$ cat config.mk
export PLATFORM = sky130hd
export DESIGN_NAME = quad_channel_quadrature_decoder_core
export DESIGN_NICKNAME = d
export VERILOG_FILES = /design/src/hdl/qcqd_pkg.sv /design/src/hdl/quad_channel_quadrature_decoder_core.sv /design/src/hdl/qcqd_lane.sv /design/src/hdl/qcqd_merge.sv
export SDC_FILE = /design/constraint.sdc
export NUM_CORES = 1
export LEC_CHECK = 0
export BUFFER_PORTS_ARGS = -buffer_cell sky130_fd_sc_hd__buf_2
export CAP_MARGIN = 15
export CORE_MARGIN = 4
export CORE_UTILIZATION = 60
export DETAILED_ROUTE_END_ITERATION = 8
export PLACE_DENSITY = 0.9
export SYNTH_ARGS = -nofsm -noshare
export SYNTH_HDL_FRONTEND = slang
export SYNTH_SLANG_ARGS = --single-unit
$ cat constraint.sdc
create_clock -name clk -period 4.4 [get_ports clk]
set_clock_uncertainty 0.05 [all_clocks]
set_input_delay 0.88 -clock clk [delete_from_list [all_inputs] [get_ports clk]]
set_output_delay 0.88 -clock clk [all_outputs]
set_load 0.02 [all_outputs]
$ cat src/hdl/qcqd_pkg.sv
package qcqd_pkg;

    localparam int CHANNELS_DEFAULT    = 4;
    localparam int COUNT_WIDTH_DEFAULT = 16;
    localparam int PHASE_WIDTH         = 4;
    localparam int SPEED_WIDTH         = 16;
    localparam int NUM_OUT             = 4;
    localparam int MASK_WIDTH          = 4;

    localparam logic [MASK_WIDTH-1:0] INVERT_MASK_RESET = 4'd6;

    typedef enum logic
    {
        CMD_SAMPLE  = 1'b0,
        CMD_CAPTURE = 1'b1
    } command_t;

    typedef enum logic [1:0]
    {
        STEP_NONE = 2'd0,
        STEP_UP   = 2'd1,
        STEP_DOWN = 2'd3
    } step_t;

    typedef struct packed
    {
        logic sample_en;
        logic capture_en;
    } lane_ctrl_t;

    // Indexed by previous reading * 4 + reading; double steps count nothing.
    localparam step_t STEP_TABLE [16] = '{
        STEP_NONE, STEP_DOWN, STEP_UP,   STEP_NONE,
        STEP_UP,   STEP_NONE, STEP_NONE, STEP_DOWN,
        STEP_DOWN, STEP_NONE, STEP_NONE, STEP_UP,
        STEP_NONE, STEP_UP,   STEP_DOWN, STEP_NONE
    };

    function automatic step_t step_lookup(input logic [1:0] previous, input logic [1:0] reading);
        return STEP_TABLE[{previous, reading}];
    endfunction

endpackage

$ cat src/hdl/quad_channel_quadrature_decoder_core.sv
// Four-channel 4x quadrature counter. A sample transaction (command 0) steps every channel's
// tick counter by +1, -1 or 0 from its previous and current phase reading; a capture
// transaction (command 1) copies every count, negated where invert_mask selects the channel,
// into the output register and clears the counts. One input transaction is taken every clock
// cycle unless a capture waits; the per-channel counters are registers updated by each taken
// transaction, and a capture result is presented the cycle after its transaction. Samples
// never stall; a capture waits only while the output register holds a result not yet taken.
module quad_channel_quadrature_decoder_core
#(
    parameter int CHANNELS    = qcqd_pkg::CHANNELS_DEFAULT,
    parameter int COUNT_WIDTH = qcqd_pkg::COUNT_WIDTH_DEFAULT
)
(
    input  logic                                     clk,
    input  logic                                     rst_n,
    input  logic                                     cfg_valid,
    output logic                                     cfg_ready,
    input  logic [qcqd_pkg::MASK_WIDTH-1:0]          cfg_data,
    input  logic                                     in_valid,
    output logic                                     in_ready,
    input  logic                                     command,
    input  logic [qcqd_pkg::PHASE_WIDTH-1:0]         phase_a,
    input  logic [qcqd_pkg::PHASE_WIDTH-1:0]         phase_b,
    output logic                                     out_valid,
    input  logic                                     out_ready,
    output logic signed [qcqd_pkg::SPEED_WIDTH-1:0]  speed_ch0,
    output logic signed [qcqd_pkg::SPEED_WIDTH-1:0]  speed_ch1,
    output logic signed [qcqd_pkg::SPEED_WIDTH-1:0]  speed_ch2,
    output logic signed [qcqd_pkg::SPEED_WIDTH-1:0]  speed_ch3
);
    import qcqd_pkg::*;

    logic [MASK_WIDTH-1:0]                invert_mask_reg;
    logic [MASK_WIDTH-1:0]                invert_mask_next;
    logic                                 in_accept;
    logic                                 is_capture;
    lane_ctrl_t                           lane_ctrl;
    logic [CHANNELS-1:0][COUNT_WIDTH-1:0] lane_value;
    logic [CHANNELS-1:0][COUNT_WIDTH-1:0] lane_count;
    logic [NUM_OUT-1:0][SPEED_WIDTH-1:0]  speed;

    assign cfg_ready        = 1'b1;
    assign invert_mask_next = (cfg_valid && cfg_ready) ? cfg_data : invert_mask_reg;

    always_ff @(posedge clk or negedge rst_n)
    begin
        if (!rst_n)
        begin
            invert_mask_reg <= INVERT_MASK_RESET;
        end
        else
        begin
            invert_mask_reg <= invert_mask_next;
        end
    end

    assign is_capture           = (command == CMD_CAPTURE);
    assign in_ready             = !is_capture || !out_valid || out_ready;
    assign in_accept            = in_valid && in_ready;
    assign lane_ctrl.sample_en  = in_accept && !is_capture;
    assign lane_ctrl.capture_en = in_accept && is_capture;

    genvar c;
    generate
        for (c = 0; c < CHANNELS; c++)
        begin : g_lane
            logic lane_a;
            logic lane_b;
            logic lane_invert;

            if (c < PHASE_WIDTH)
            begin : g_pins
                assign lane_a      = phase_a[c];
                assign lane_b      = phase_b[c];
                assign lane_invert = invert_mask_reg[c];
            end
            else
            begin : g_no_pins
                assign lane_a      = 1'b0;
                assign lane_b      = 1'b0;
                assign lane_invert = 1'b0;
            end

            qcqd_lane
            #(
                .COUNT_WIDTH (COUNT_WIDTH)
            )
            u_lane
            (
                .clk           (clk),
                .rst_n         (rst_n),
                .ctrl          (lane_ctrl),
                .phase_a       (lane_a),
                .phase_b       (lane_b),
                .invert        (lane_invert),
                .capture_value (lane_value[c]),
                .count         (lane_count[c])
            );
        end
    endgenerate

    qcqd_merge
    #(
        .CHANNELS    (CHANNELS),
        .COUNT_WIDTH (COUNT_WIDTH)
    )
    u_merge
    (
        .clk        (clk),
        .rst_n      (rst_n),
        .load       (lane_ctrl.capture_en),
        .lane_value (lane_value),
        .out_ready  (out_ready),
        .out_valid  (out_valid),
        .speed      (speed)
    );

    assign speed_ch0 = speed[0];
    assign speed_ch1 = speed[1];
    assign speed_ch2 = speed[2];
    assign speed_ch3 = speed[3];

`ifndef NO_ASSERTIONS
    a_capture_gives_result : assert property (
        @(posedge clk) disable iff (!rst_n)
        (in_valid && in_ready && command == CMD_CAPTURE) |=> out_valid
    ) else $error("A capture transaction did not produce a result.");

    a_capture_clears_counts : assert property (
        @(posedge clk) disable iff (!rst_n)
        (in_valid && in_ready && command == CMD_CAPTURE) |=> (lane_count == '0)
    ) else $error("Counts were not cleared by a capture transaction.");

    a_stall_only_when_full : assert property (
        @(posedge clk) disable iff (!rst_n)
        !in_ready |-> (command == CMD_CAPTURE && out_valid && !out_ready)
    ) else $error("Input stalled without a pending result.");
`endif

endmodule

$ cat src/hdl/qcqd_lane.sv
module qcqd_lane
#(
    parameter int COUNT_WIDTH = qcqd_pkg::COUNT_WIDTH_DEFAULT
)
(
    input  logic                   clk,
    input  logic                   rst_n,
    input  qcqd_pkg::lane_ctrl_t   ctrl,
    input  logic                   phase_a,
    input  logic                   phase_b,
    input  logic                   invert,
    output logic [COUNT_WIDTH-1:0] capture_value,
    output logic [COUNT_WIDTH-1:0] count
);
    import qcqd_pkg::*;

    logic [1:0]             last_reading_reg;
    logic [1:0]             last_reading_next;
    logic [COUNT_WIDTH-1:0] count_reg;
    logic [COUNT_WIDTH-1:0] count_next;
    logic [1:0]             reading;
    step_t                  step;

    assign reading = {phase_a, phase_b};
    assign step    = step_lookup(last_reading_reg, reading);

    always_comb
    begin
        last_reading_next = last_reading_reg;
        count_next        = count_reg;
        if (ctrl.capture_en)
        begin
            count_next = '0;
        end
        else if (ctrl.sample_en)
        begin
            last_reading_next = reading;
            case (step)
                STEP_UP:   count_next = count_reg + COUNT_WIDTH'(1);
                STEP_DOWN: count_next = count_reg - COUNT_WIDTH'(1);
                default:   count_next = count_reg;
            endcase
        end
    end

    always_ff @(posedge clk or negedge rst_n)
    begin
        if (!rst_n)
        begin
            last_reading_reg <= '0;
            count_reg        <= '0;
        end
        else
        begin
            last_reading_reg <= last_reading_next;
            count_reg        <= count_next;
        end
    end

    assign capture_value = invert ? (~count_reg + COUNT_WIDTH'(1)) : count_reg;
    assign count         = count_reg;

endmodule

$ cat src/hdl/qcqd_merge.sv
module qcqd_merge
#(
    parameter int CHANNELS    = qcqd_pkg::CHANNELS_DEFAULT,
    parameter int COUNT_WIDTH = qcqd_pkg::COUNT_WIDTH_DEFAULT
)
(
    input  logic                                       clk,
    input  logic                                       rst_n,
    input  logic                                       load,
    input  logic [CHANNELS-1:0][COUNT_WIDTH-1:0]       lane_value,
    input  logic                                       out_ready,
    output logic                                       out_valid,
    output logic [qcqd_pkg::NUM_OUT-1:0][qcqd_pkg::SPEED_WIDTH-1:0] speed
);
    import qcqd_pkg::*;

    logic                                   out_valid_reg;
    logic                                   out_valid_next;
    logic [NUM_OUT-1:0][SPEED_WIDTH-1:0]    speed_reg;
    logic [NUM_OUT-1:0][SPEED_WIDTH-1:0]    speed_next;

    genvar o;
    generate
        for (o = 0; o < NUM_OUT; o++)
        begin : g_out
            if (o < CHANNELS)
            begin : g_built
                logic [SPEED_WIDTH+COUNT_WIDTH-1:0] extended;
                assign extended      = {{SPEED_WIDTH{1'b0}}, lane_value[o]};
                assign speed_next[o] = extended[SPEED_WIDTH-1:0];
            end
            else
            begin : g_absent
                assign speed_next[o] = '0;
            end
        end
    endgenerate

    always_comb
    begin
        if (load)
        begin
            out_valid_next = 1'b1;
        end
        else if (out_ready)
        begin
            out_valid_next = 1'b0;
        end
        else
        begin
            out_valid_next = out_valid_reg;
        end
    end

    always_ff @(posedge clk or negedge rst_n)
    begin
        if (!rst_n)
        begin
            out_valid_reg <= 1'b0;
        end
        else
        begin
            out_valid_reg <= out_valid_next;
        end
    end

    always_ff @(posedge clk)
    begin
        if (load)
        begin
            speed_reg <= speed_next;
        end
    end

    assign out_valid = out_valid_reg;
    assign speed     = speed_reg;

endmodule
* After elaboration in Yosys (flattened, before gate mapping)
Memory sizes are Yosys's and may differ from the RTL's.
Index checks and enable logic that the tools add are counted.
** Word-level totals
- Register bits :: 141
- Memory bits (read-only) :: 128
- Bits of input ports :: 18
- Output and inout port bits :: 67
- Word-level logic and storage cells :: 95
- Memories :: 4
** Memories
- (name not given) :: words 16, width 2, read ports 1, clocked after memory_dff 0, write ports 0, line qcqd_pkg.sv:40 : return STEP_TABLE[{previous, reading}];
- (name not given) :: words 16, width 2, read ports 1, clocked after memory_dff 0, write ports 0, line qcqd_pkg.sv:40
- (name not given) :: words 16, width 2, read ports 1, clocked after memory_dff 0, write ports 0, line qcqd_pkg.sv:40
- (name not given) :: words 16, width 2, read ports 1, clocked after memory_dff 0, write ports 0, line qcqd_pkg.sv:40
** Operators by class
- Add/sub/neg operators :: 12
- Magnitude comparators :: 4
- Eq/ne operators :: 8
- Mux-type cells :: 26
- Bitwise operators :: 9
- Reduce and logical (&&, ||, !) cells :: 18
** Operators by type and width (count)
- 16-bit two-way mux :: 12
- 16-bit by 1-bit adder with 16-bit output, second input constant :: 8
- 16-bit one-hot mux with 2 select lines :: 4
- 16-bit NOT :: 4
- 16-bit by 1-bit subtractor with 16-bit output, second input constant :: 4
- 5-bit >= comparator, second input constant :: 4
- 4-bit NOT with 5-bit output :: 4
- 2-bit two-way mux :: 8
- 3-bit nonzero test :: 4
- 2-bit AND reduction :: 5
- 2-bit by 1-bit equality test with 1-bit output, second input constant :: 4
- 2-bit equality test, second input constant :: 4
- 2-bit nonzero test :: 2
- 1-bit logical AND :: 3
- 1-bit logical NOT :: 2
- 1-bit logical OR :: 2
- 1-bit two-way mux :: 2
- 1-bit NOT :: 1

* Longest topological paths before layout
Gate-level depths: netlist of run 1.
- Word-level depth :: 8
- Gate-level depth with buffers :: 16
- Depth with buffers taken out :: 13

* By module
A second synthesis of run 1 with hierarchy kept.
** Second synthesis, totals
- Cells, all modules :: 956
- Area, all modules :: 9339.0 um^2
** By module, submodules not included
- qcqd_lane at g_lane[1].u_lane ... :: instances 2, cells each 214, area an instance 1783.0 um^2, seq. area each 450.4 um^2
- qcqd_merge :: instances 1, cells each 67, area an instance 1958.1 um^2, seq. area each 1946.9 um^2
- qcqd_lane at g_lane[0].u_lane :: instances 1, cells each 225, area an instance 1828.0 um^2, seq. area each 450.4 um^2
- qcqd_lane at g_lane[3].u_lane :: instances 1, cells each 221, area an instance 1804.2 um^2, seq. area each 450.4 um^2
- quad_channel_quadrature_decoder_core :: instances 1, cells each 15, area an instance 182.7 um^2, seq. area each 102.6 um^2

* Worst setup path before layout of run 1
Ideal clock, no wire load.
- Path type :: input to register
- Start point :: input phase_a[0] (netlist name)
- End point :: register g_lane[0].u_lane.count_reg[8]
- Setup time :: 0.121 ns
- Arrival :: 3.928 ns
- Required time :: 4.229 ns
- Slack :: 0.301 ns
- Stages :: 15
- Path buffers :: 3
- Path through :: inv_1 ha_1 and3b_1 a311oi_4 or2_1 buf_6 buf_12 xnor2_1 ha_1 or4_1 buf_2 or4_1 o31ai_2 o21ai_0 a22o_1
** On the way
- Word-level cells in the longest chain between the ends :: 8
- Elaborated cells on any way between the ends :: 11
- Classes of those cells :: eq/ne (2); mux (5); bitwise (1); reduce/logical (2); memory (1)
** RTL lines
- start: declaration :: line quad_channel_quadrature_decoder_core.sv:22 : input logic [qcqd_pkg::PHASE_WIDTH-1:0] phase_a,
- 4-bit NOT with 5-bit output (not written as such) (*) :: line qcqd_pkg.sv:40
- memory 16 x 2 bit (*)
- 2-bit two-way mux (not written as such) (*) (2 in a row) :: line qcqd_pkg.sv:40
- 2-bit equality test / 2-bit by 1-bit equality test with 1-bit output (equally long branches) :: line qcqd_lane.sv:38 : case (step)
- 16-bit one-hot mux with 2 select lines :: line qcqd_lane.sv:38
- 16-bit two-way mux :: line qcqd_lane.sv:35 : else if (ctrl.sample_en)
- 16-bit two-way mux :: line qcqd_lane.sv:31 : if (ctrl.capture_en)
- end signal: assignment :: line qcqd_lane.sv:56 : count_reg <= count_next;
- end: declaration :: line qcqd_lane.sv:19 : logic [COUNT_WIDTH-1:0] count_reg;
Mark *: on every way between the ends. The rest lies on a longest branch, timed or not. The select of a mux whose other input is x is not followed.
A chain may end at the register's enable or synchronous reset.

* Final worst setup path of run 1
Ends and elaborated chain as after synthesis.

==> results of run 1 <==
[report_power, final]
group	total, W	internal (W)	switching [W]
Clock	0.00139	0.000842	0.000546
Sequential	0.00227	0.00182	0.000448
Combinational	0.00246	0.00102	0.00144
[how the worst min path moves through the flow]
stage | depth (start not counted) | start | slack (ns) | to
after floorplan | 1 | g_lane[3].u_lane.count[15] | 0.42 | g_lane[3].u_lane.count[15]
after global placement | 1 | g_lane[3].u_lane.count[15] | 0.44 | g_lane[3].u_lane.count[15]
after detailed placement | 1 | g_lane[1].u_lane.count[15] | 0.47 | g_lane[1].u_lane.count[15]
after CTS | 1 | g_lane[1].u_lane.count[15] | 0.48 | g_lane[1].u_lane.count[15]
after global routing | 1 | g_lane[3].u_lane.count[15] | 0.51 | g_lane[3].u_lane.count[15]
final | 1 | g_lane[1].u_lane.count[15] | 0.48 | g_lane[1].u_lane.count[15]
[synth_stat cells, types with 3 or more instances]
library cell / number
sky130_fd_sc_hd__xnor2_1: 66
sky130_fd_sc_hd__o2111ai_1: 3
sky130_fd_sc_hd__a211oi_1: 3
sky130_fd_sc_hd__nand4_1: 8
sky130_fd_sc_hd__buf_6: 3
sky130_fd_sc_hd__or2_2: 7
sky130_fd_sc_hd__o22ai_1: 8
sky130_fd_sc_hd__nand3_1: 24
sky130_fd_sc_hd__a21o_1: 3
sky130_fd_sc_hd__nor4_1: 16
sky130_fd_sc_hd__or3_1: 16
sky130_fd_sc_hd__or4_1: 8
sky130_fd_sc_hd__mux2_2: 10
sky130_fd_sc_hd__nand2_1: 84
sky130_fd_sc_hd__o21a_1: 9
sky130_fd_sc_hd__and4_1: 7
sky130_fd_sc_hd__a21oi_1: 36
sky130_fd_sc_hd__inv_1: 38
sky130_fd_sc_hd__dfrtp_1: 75
sky130_fd_sc_hd__nor3_1: 29
sky130_fd_sc_hd__o311a_1: 3
sky130_fd_sc_hd__a31oi_1: 11
sky130_fd_sc_hd__clkbuf_1: 53
sky130_fd_sc_hd__o211ai_1: 8
sky130_fd_sc_hd__nor2b_1: 10
sky130_fd_sc_hd__a32oi_1: 3
sky130_fd_sc_hd__o21ai_0: 65
sky130_fd_sc_hd__xor2_1: 6
sky130_fd_sc_hd__edfxtp_1: 64
sky130_fd_sc_hd__nand2b_1: 11
sky130_fd_sc_hd__a22o_1: 12
sky130_fd_sc_hd__and3_1: 12
sky130_fd_sc_hd__buf_2: 6
sky130_fd_sc_hd__ha_1: 24
sky130_fd_sc_hd__o31ai_1: 15
sky130_fd_sc_hd__nor2_1: 39
sky130_fd_sc_hd__o41ai_1: 8
sky130_fd_sc_hd__o21ai_1: 7
sky130_fd_sc_hd__and2_1: 11
sky130_fd_sc_hd__mux2i_1: 9
[cell type report]
| type | count | share of cell area |
|---|---|---|
| multi-input combinational | 637 | 0.445 |
| inverter | 38 | 0.0150 |
| clock inverter | 12 | 0.0127 |
| clock buffer | 20 | 0.0469 |
| sequential | 141 | 0.404 |
| tap | 180 | 0.0236 |
| timing repair buffer | 91 | 0.0523 |
[kinds of logic after synthesis]
| family | share of synthesized area |
|---|---|
| muxes | 0.0289 |
| other | 0.000438 |
| buffers and inverters | 0.0552 |
| AOI/OAI and AO/OA | 0.173 |
| and+or+nand+nor | 0.184 |
| xor gates and xnor gates | 0.0736 |
| adders and majority gates | 0.0351 |
| DFF | 0.450 |
[critical path, stage by stage]
cell	delay (ns)
sky130_fd_sc_hd__buf_2	0.11
sky130_fd_sc_hd__inv_1	0.06
sky130_fd_sc_hd__ha_1	0.36
sky130_fd_sc_hd__and3b_1	0.22
sky130_fd_sc_hd__a311oi_4	0.27
sky130_fd_sc_hd__or2_1	0.18
sky130_fd_sc_hd__xnor2_1	0.07
sky130_fd_sc_hd__ha_1	0.26
sky130_fd_sc_hd__or4_1	0.54
sky130_fd_sc_hd__or4_1	0.46
sky130_fd_sc_hd__o31ai_2	0.21
sky130_fd_sc_hd__o21ai_0	0.11
sky130_fd_sc_hd__a22o_1	0.20
[through the flow]
step	instance area [um^2]	total power, W	utilization	setup WS, ns	hold WS, ns
floorplan	8570	0.00414	-	0.301	0.417
global placement	8930	0.00458	0.641	0.413	0.437
detailed placement	8930	0.00468	0.641	0.300	0.474
CTS	9500	0.00609	0.682	0.732	0.483
global route	9530	0.00651	0.684	0.589	0.513
finish	9530	0.00612	0.684	0.716	0.478
[per-layer routing]
metal / GRT usage / routed length, um / vias up
li1: - / - / 3307
met2: 0.422 / 9980 / 369
met5: 0 / 0 / -
met3: 0.0527 / 1490 / 56
met1: 0.308 / 7780 / 3414
met4: 0.0858 / 478 / 0
==> key figures, run 1 <==
Run status
  • Run status: finished, final reports clean

Clock network
  • Number of H-tree branching levels: 4
  • Post-CTS Setup Bufs: 0
  • Buffer depth of the longest clock path: 2
  • Sinks on Clock Net: 141
  • Number of resized instances in the post-cts repair step: 0
  • Quantity of hold-fixing buffers added after cts: 0
  • Number of buffers added by the clock tree synthesis step: 17
  • Clock-pin slew on the worst setup and hold paths: 0.06 ns
  • Root buffer selected by CTS: sky130_fd_sc_hd__clkbuf_16
  • Clock latency at the later pin of the worst-skew pair: 0.43 ns
  • CTS tree: yes

Synthesis
  • Sequential area share after synthesis: 0.450
  • Netlist area before placement: 8570 um^2
  • Syn nets: 927
  • Count of flip-flops with a built-in enable after synthesis: 64
  • Commonest register cell after synthesis: sky130_fd_sc_hd__dfrtp_1
  • Register bit total from synthesis: 141
  • Total of warnings raised by yosys: 0
  • Proportion of register bits with asynchronous set or reset after synthesis: 0.546
  • Synth cell types: 78
  • Mean instance size in the synthesized netlist: 9.68 um^2
  • Gate Count Post-Synth: 885
  • Cell type with the largest total area after synthesis: sky130_fd_sc_hd__edfxtp_1
  • Top post-synthesis cells by area: sky130_fd_sc_hd__edfxtp_1 (22%), sky130_fd_sc_hd__dfrtp_1 (22%), sky130_fd_sc_hd__xnor2_1 (6.7%)
  • Share of Yosys cell area claimed by the top area cell type: 0.224

Place
  • Post-Place Cells: 1,086
  • Number of buffers inserted by port buffering: 83
  • Final RePlAce weighted congestion: 0.948
  • Placed wire-length estimate: 13,100 um

Finish
  • Layout fillers: 1,042
  • Share of post-route cells with drive strength above 1: 0.164
  • Area Growth Syn to Fin: 11.2%
  • Commonest non-fill, non-tap cells in the layout: sky130_fd_sc_hd__nand2_1 (84), sky130_fd_sc_hd__buf_2 (82), sky130_fd_sc_hd__dfrtp_1 (75)
  • Count of inserted antenna diode cells: 0
  • Area of the multi-input gates: 4240 um^2
  • Final net count: 968
  • Non-filler cells, final: 1,119
  • Sequential Area: 3850 um^2
  • Most common cell after layout, fill and taps aside: sky130_fd_sc_hd__nand2_1

Route
  • Starting DRC count in detailed routing: 1,019
  • Router iterations before antenna repair: 6
  • Post-detailed-routing wire length: 19,700 um
  • Mean number of vias per cell: 6.39
  • Detailed-route wire length per cell: 17.6 um
  • DRC violations left: 0
  • Antenna Nets Post-Route: 0
  • Via count of the routed design: 7,146

Floorplan
  • # rows: 43
  • Number of placed I/O pins: 85
  • Area of the die: 16,300 um^2
  • Starting utilization of the core area: 0.615
  • Y dimension of the die: 127 um
  • Area of the placeable core: 13,900 um^2
  • Die span in x: 127 um

Power and ir drop
  • Leakage power figure: 3.89 nW
  • VDD IR max: 0.299 mV
  • Power per standard cell area: 642 nW/um^2

GRT
  • Initial antenna violation count: 0
  • Pin count of the biggest net entering global routing: 78
  • Vias in the first global route: 6,606
  • Wire length of the first global-routing pass: 32,400 um
  • GRT Residual Overflow: 0
  • Tot GR Track Use: 0.246

Worst setup path
  • Critical Path Source: phase_a[0]
  • Arrival time reported for the critical path endpoint: 3.95 ns
  • Worst R2R Setup Slack: 1.21 ns
  • Critical Path Fanout Max: 6
  • Startpoint class of the critical path: input pin
  • WS Path Type: input pin to flop
  • Worst reg2reg endpoint: g_lane[0].u_lane.count[8]
  • CP endpoint: g_lane[0].u_lane.count[8]
  • R2R Path Start: g_lane[0].u_lane.last_reading_reg[0]
  • Sort of element at the end of the critical path: flop
  • Critical path data required time: 4.66 ns
  • Depth of the worst register-to-register path: 10

Flow run
  • Reported max-cap violation count: 0

STA
  • Setup TNS: 0 ns
  • Worst Tran Pin Value: 1.09 ns
  • Shortest clock period the worst path allows after layout: 3.68 ns
  • Final clock period utilization by the worst path: 0.837
  • Slew Viols, Final: 0
  • Unrepaired setup endpoints after global routing: no
  • Peak clock frequency supported by timing: 271 MHz
  • Hold Violations, Final: 0
  • Relative slew slack: 0.266
  • # setup viols final: 0

Hold path
  • Worst hold-check path type: flop to flop
No activity file was read; power rests on OpenSTA's default activity.
==> run 2, diff against run 1 <==
==> constraint.sdc (replaced) <==
create_clock -name clk -period 3.4 [get_ports clk]
set_clock_uncertainty 0.05 [all_clocks]
set_input_delay 0.68 -clock clk [delete_from_list [all_inputs] [get_ports clk]]
set_output_delay 0.68 -clock clk [all_outputs]
set_load 0.02 [all_outputs]
==> run 2 against run 1 <==
  * First-iteration DRC count is 18% lower
  * Non-clock buffer count up 17
  * Via count increased by 0.35%
  * Sequential cell count unchanged
  * Sequential power up 30%
  * Global-route usage grew 0.69 points
  * Sequential share of layout area shrank 0.65 points
  * Critical endpoint unchanged
==> key figures, run 2 (synthesis results as in run 1) <==
Clock network
  • Number of buffers added by the clock tree synthesis step: 17
  • Sinks on Clock Net: 141
  • Clock latency at the later pin of the worst-skew pair: 0.42 ns
  • Root buffer selected by CTS: sky130_fd_sc_hd__clkbuf_16
  • Clock-pin slew on the worst setup and hold paths: 0.06 ns
  • Post-CTS Setup Bufs: 0
  • Quantity of hold-fixing buffers added after cts: 0
  • CTS tree: yes
  • Number of resized instances in the post-cts repair step: 0
  • Buffer depth of the longest clock path: 2
  • Number of H-tree branching levels: 4

Worst setup path
  • Sort of element at the end of the critical path: flop
  • Critical path data required time: 3.66 ns
  • Critical Path Fanout Max: 2
  • Arrival time reported for the critical path endpoint: 3.39 ns
  • Startpoint class of the critical path: input pin
  • WS Path Type: input pin to flop

Route
  • Post-detailed-routing wire length: 20,300 um
  • Router iterations before antenna repair: 8
  • Starting DRC count in detailed routing: 837
  • Via count of the routed design: 7,171
  • Mean number of vias per cell: 6.31
  • Detailed-route wire length per cell: 17.9 um
  • Antenna Nets Post-Route: 0
  • DRC violations left: 0

Place
  • Final RePlAce weighted congestion: 0.946
  • Post-Place Cells: 1,104
  • Placed wire-length estimate: 13,600 um
  • Number of buffers inserted by port buffering: 83

Finish
  • Share of post-route cells with drive strength above 1: 0.183
  • Non-filler cells, final: 1,136
  • Count of inserted antenna diode cells: 0
  • Most common cell after layout, fill and taps aside: sky130_fd_sc_hd__nand2_1
  • Area Growth Syn to Fin: 13.0%
  • Commonest non-fill, non-tap cells in the layout: sky130_fd_sc_hd__nand2_1 (84), sky130_fd_sc_hd__buf_2 (82), sky130_fd_sc_hd__dfrtp_1 (75)
  • Final net count: 985

STA
  • Shortest clock period the worst path allows after layout: 3.14 ns
  • Worst Tran Pin Value: 1.08 ns
  • # setup viols final: 0
  • Hold Violations, Final: 0
  • Slew Viols, Final: 0
  • Relative slew slack: 0.272
  • Peak clock frequency supported by timing: 319 MHz
  • Final clock period utilization by the worst path: 0.922
  • Setup TNS: 0 ns
  • Unrepaired setup endpoints after global routing: no

Floorplan
  • Area of the placeable core: 13,900 um^2
  • # rows: 43
  • Area of the die: 16,300 um^2
  • Die span in x: 127 um
  • Starting utilization of the core area: 0.615
  • Number of placed I/O pins: 85
  • Y dimension of the die: 127 um

GRT
  • Tot GR Track Use: 0.253
  • Initial antenna violation count: 0
  • GRT Residual Overflow: 0
  • Wire length of the first global-routing pass: 33,400 um
  • Vias in the first global route: 6,828
  • Pin count of the biggest net entering global routing: 78

Flow run
  • Reported max-cap violation count: 0

Power and ir drop
  • Leakage power figure: 3.96 nW
  • Power per standard cell area: 830 nW/um^2
  • VDD IR max: 0.467 mV

Run status
  • Run status: finished, final reports clean

Hold path
  • Worst hold-check path type: input pin to async pin
## run 2: area by class of cell
type / instances / area, um^2
clock inverters: 7 / 86.3
clock buffers: 25 / 485
inverters: 38 / 143
flip-flops and latches: 141 / 3850
repair buffers: 108 / 618
fillers: 1017 / 4250
well taps: 180 / 225
multi-input cells: 637 / 4270
## run 2: worst paths after layout
check                                                startpoint                                    to  slack [ns]  cells after the start
setup reg to reg           g_lane[0].u_lane.last_reading_reg[0]             g_lane[0].u_lane.count[8]        0.39                      9
setup / recovery                                     phase_a[0]             g_lane[0].u_lane.count[8]        0.26                     13
min in group clk                                    cfg_data[2]                    invert_mask_reg[2]        0.44                      3
hold / removal                                            rst_n             g_lane[3].u_lane.count[7]        0.38                      1
hold reg to reg                      g_lane[3].u_lane.count[15]            g_lane[3].u_lane.count[15]        0.45                      1
max in group asynchronous                                 rst_n  g_lane[2].u_lane.last_reading_reg[1]        2.27                      1
## run 2: per-layer routing
layer  GRT usage  share of wire  vias to the layer above
met1       0.326           0.39                     3403
met4      0.0953          0.021                        0
met3      0.0389          0.081                       47
li1            -              -                     3340
met2       0.430           0.51                      381
met5           0              0                        -
## run 2: critical path: stages
cell and delay [ns]:
sky130_fd_sc_hd__buf_2 0.11, sky130_fd_sc_hd__inv_2 0.08, sky130_fd_sc_hd__ha_4 0.13, sky130_fd_sc_hd__inv_1 0.04
sky130_fd_sc_hd__o311a_4 0.37, sky130_fd_sc_hd__or2_1 0.27, sky130_fd_sc_hd__xnor2_1 0.15, sky130_fd_sc_hd__ha_2 0.20
sky130_fd_sc_hd__or4_1 0.41, sky130_fd_sc_hd__or4_1 0.43, sky130_fd_sc_hd__o31ai_2 0.26, sky130_fd_sc_hd__o21ai_1 0.08
sky130_fd_sc_hd__a22o_1 0.19
## run 2: power by group
part	switching [W]	total, W	internal, W
Combinational	0.00189	0.00328	0.00139
Clock	0.000681	0.00181	0.00113
Sequential	0.000579	0.00294	0.00236
## run 2: stage by stage
| stage | instance area [um^2] | setup WS [ns] | hold WS [ns] | power, W | util |
|---|---|---|---|---|---|
| detailed placement | 9110 | -0.172 | 0.444 | 0.00616 | 0.654 |
| CTS | 9680 | 0.276 | 0.425 | 0.00802 | 0.695 |
| finish | 9680 | 0.264 | 0.381 | 0.00804 | 0.695 |
| global route | 9680 | 0.137 | 0.445 | 0.00852 | 0.695 |
| global placement | 9110 | -0.0841 | 0.441 | 0.00602 | 0.654 |
| floorplan | 8600 | -0.315 | 0.334 | 0.00537 | - |
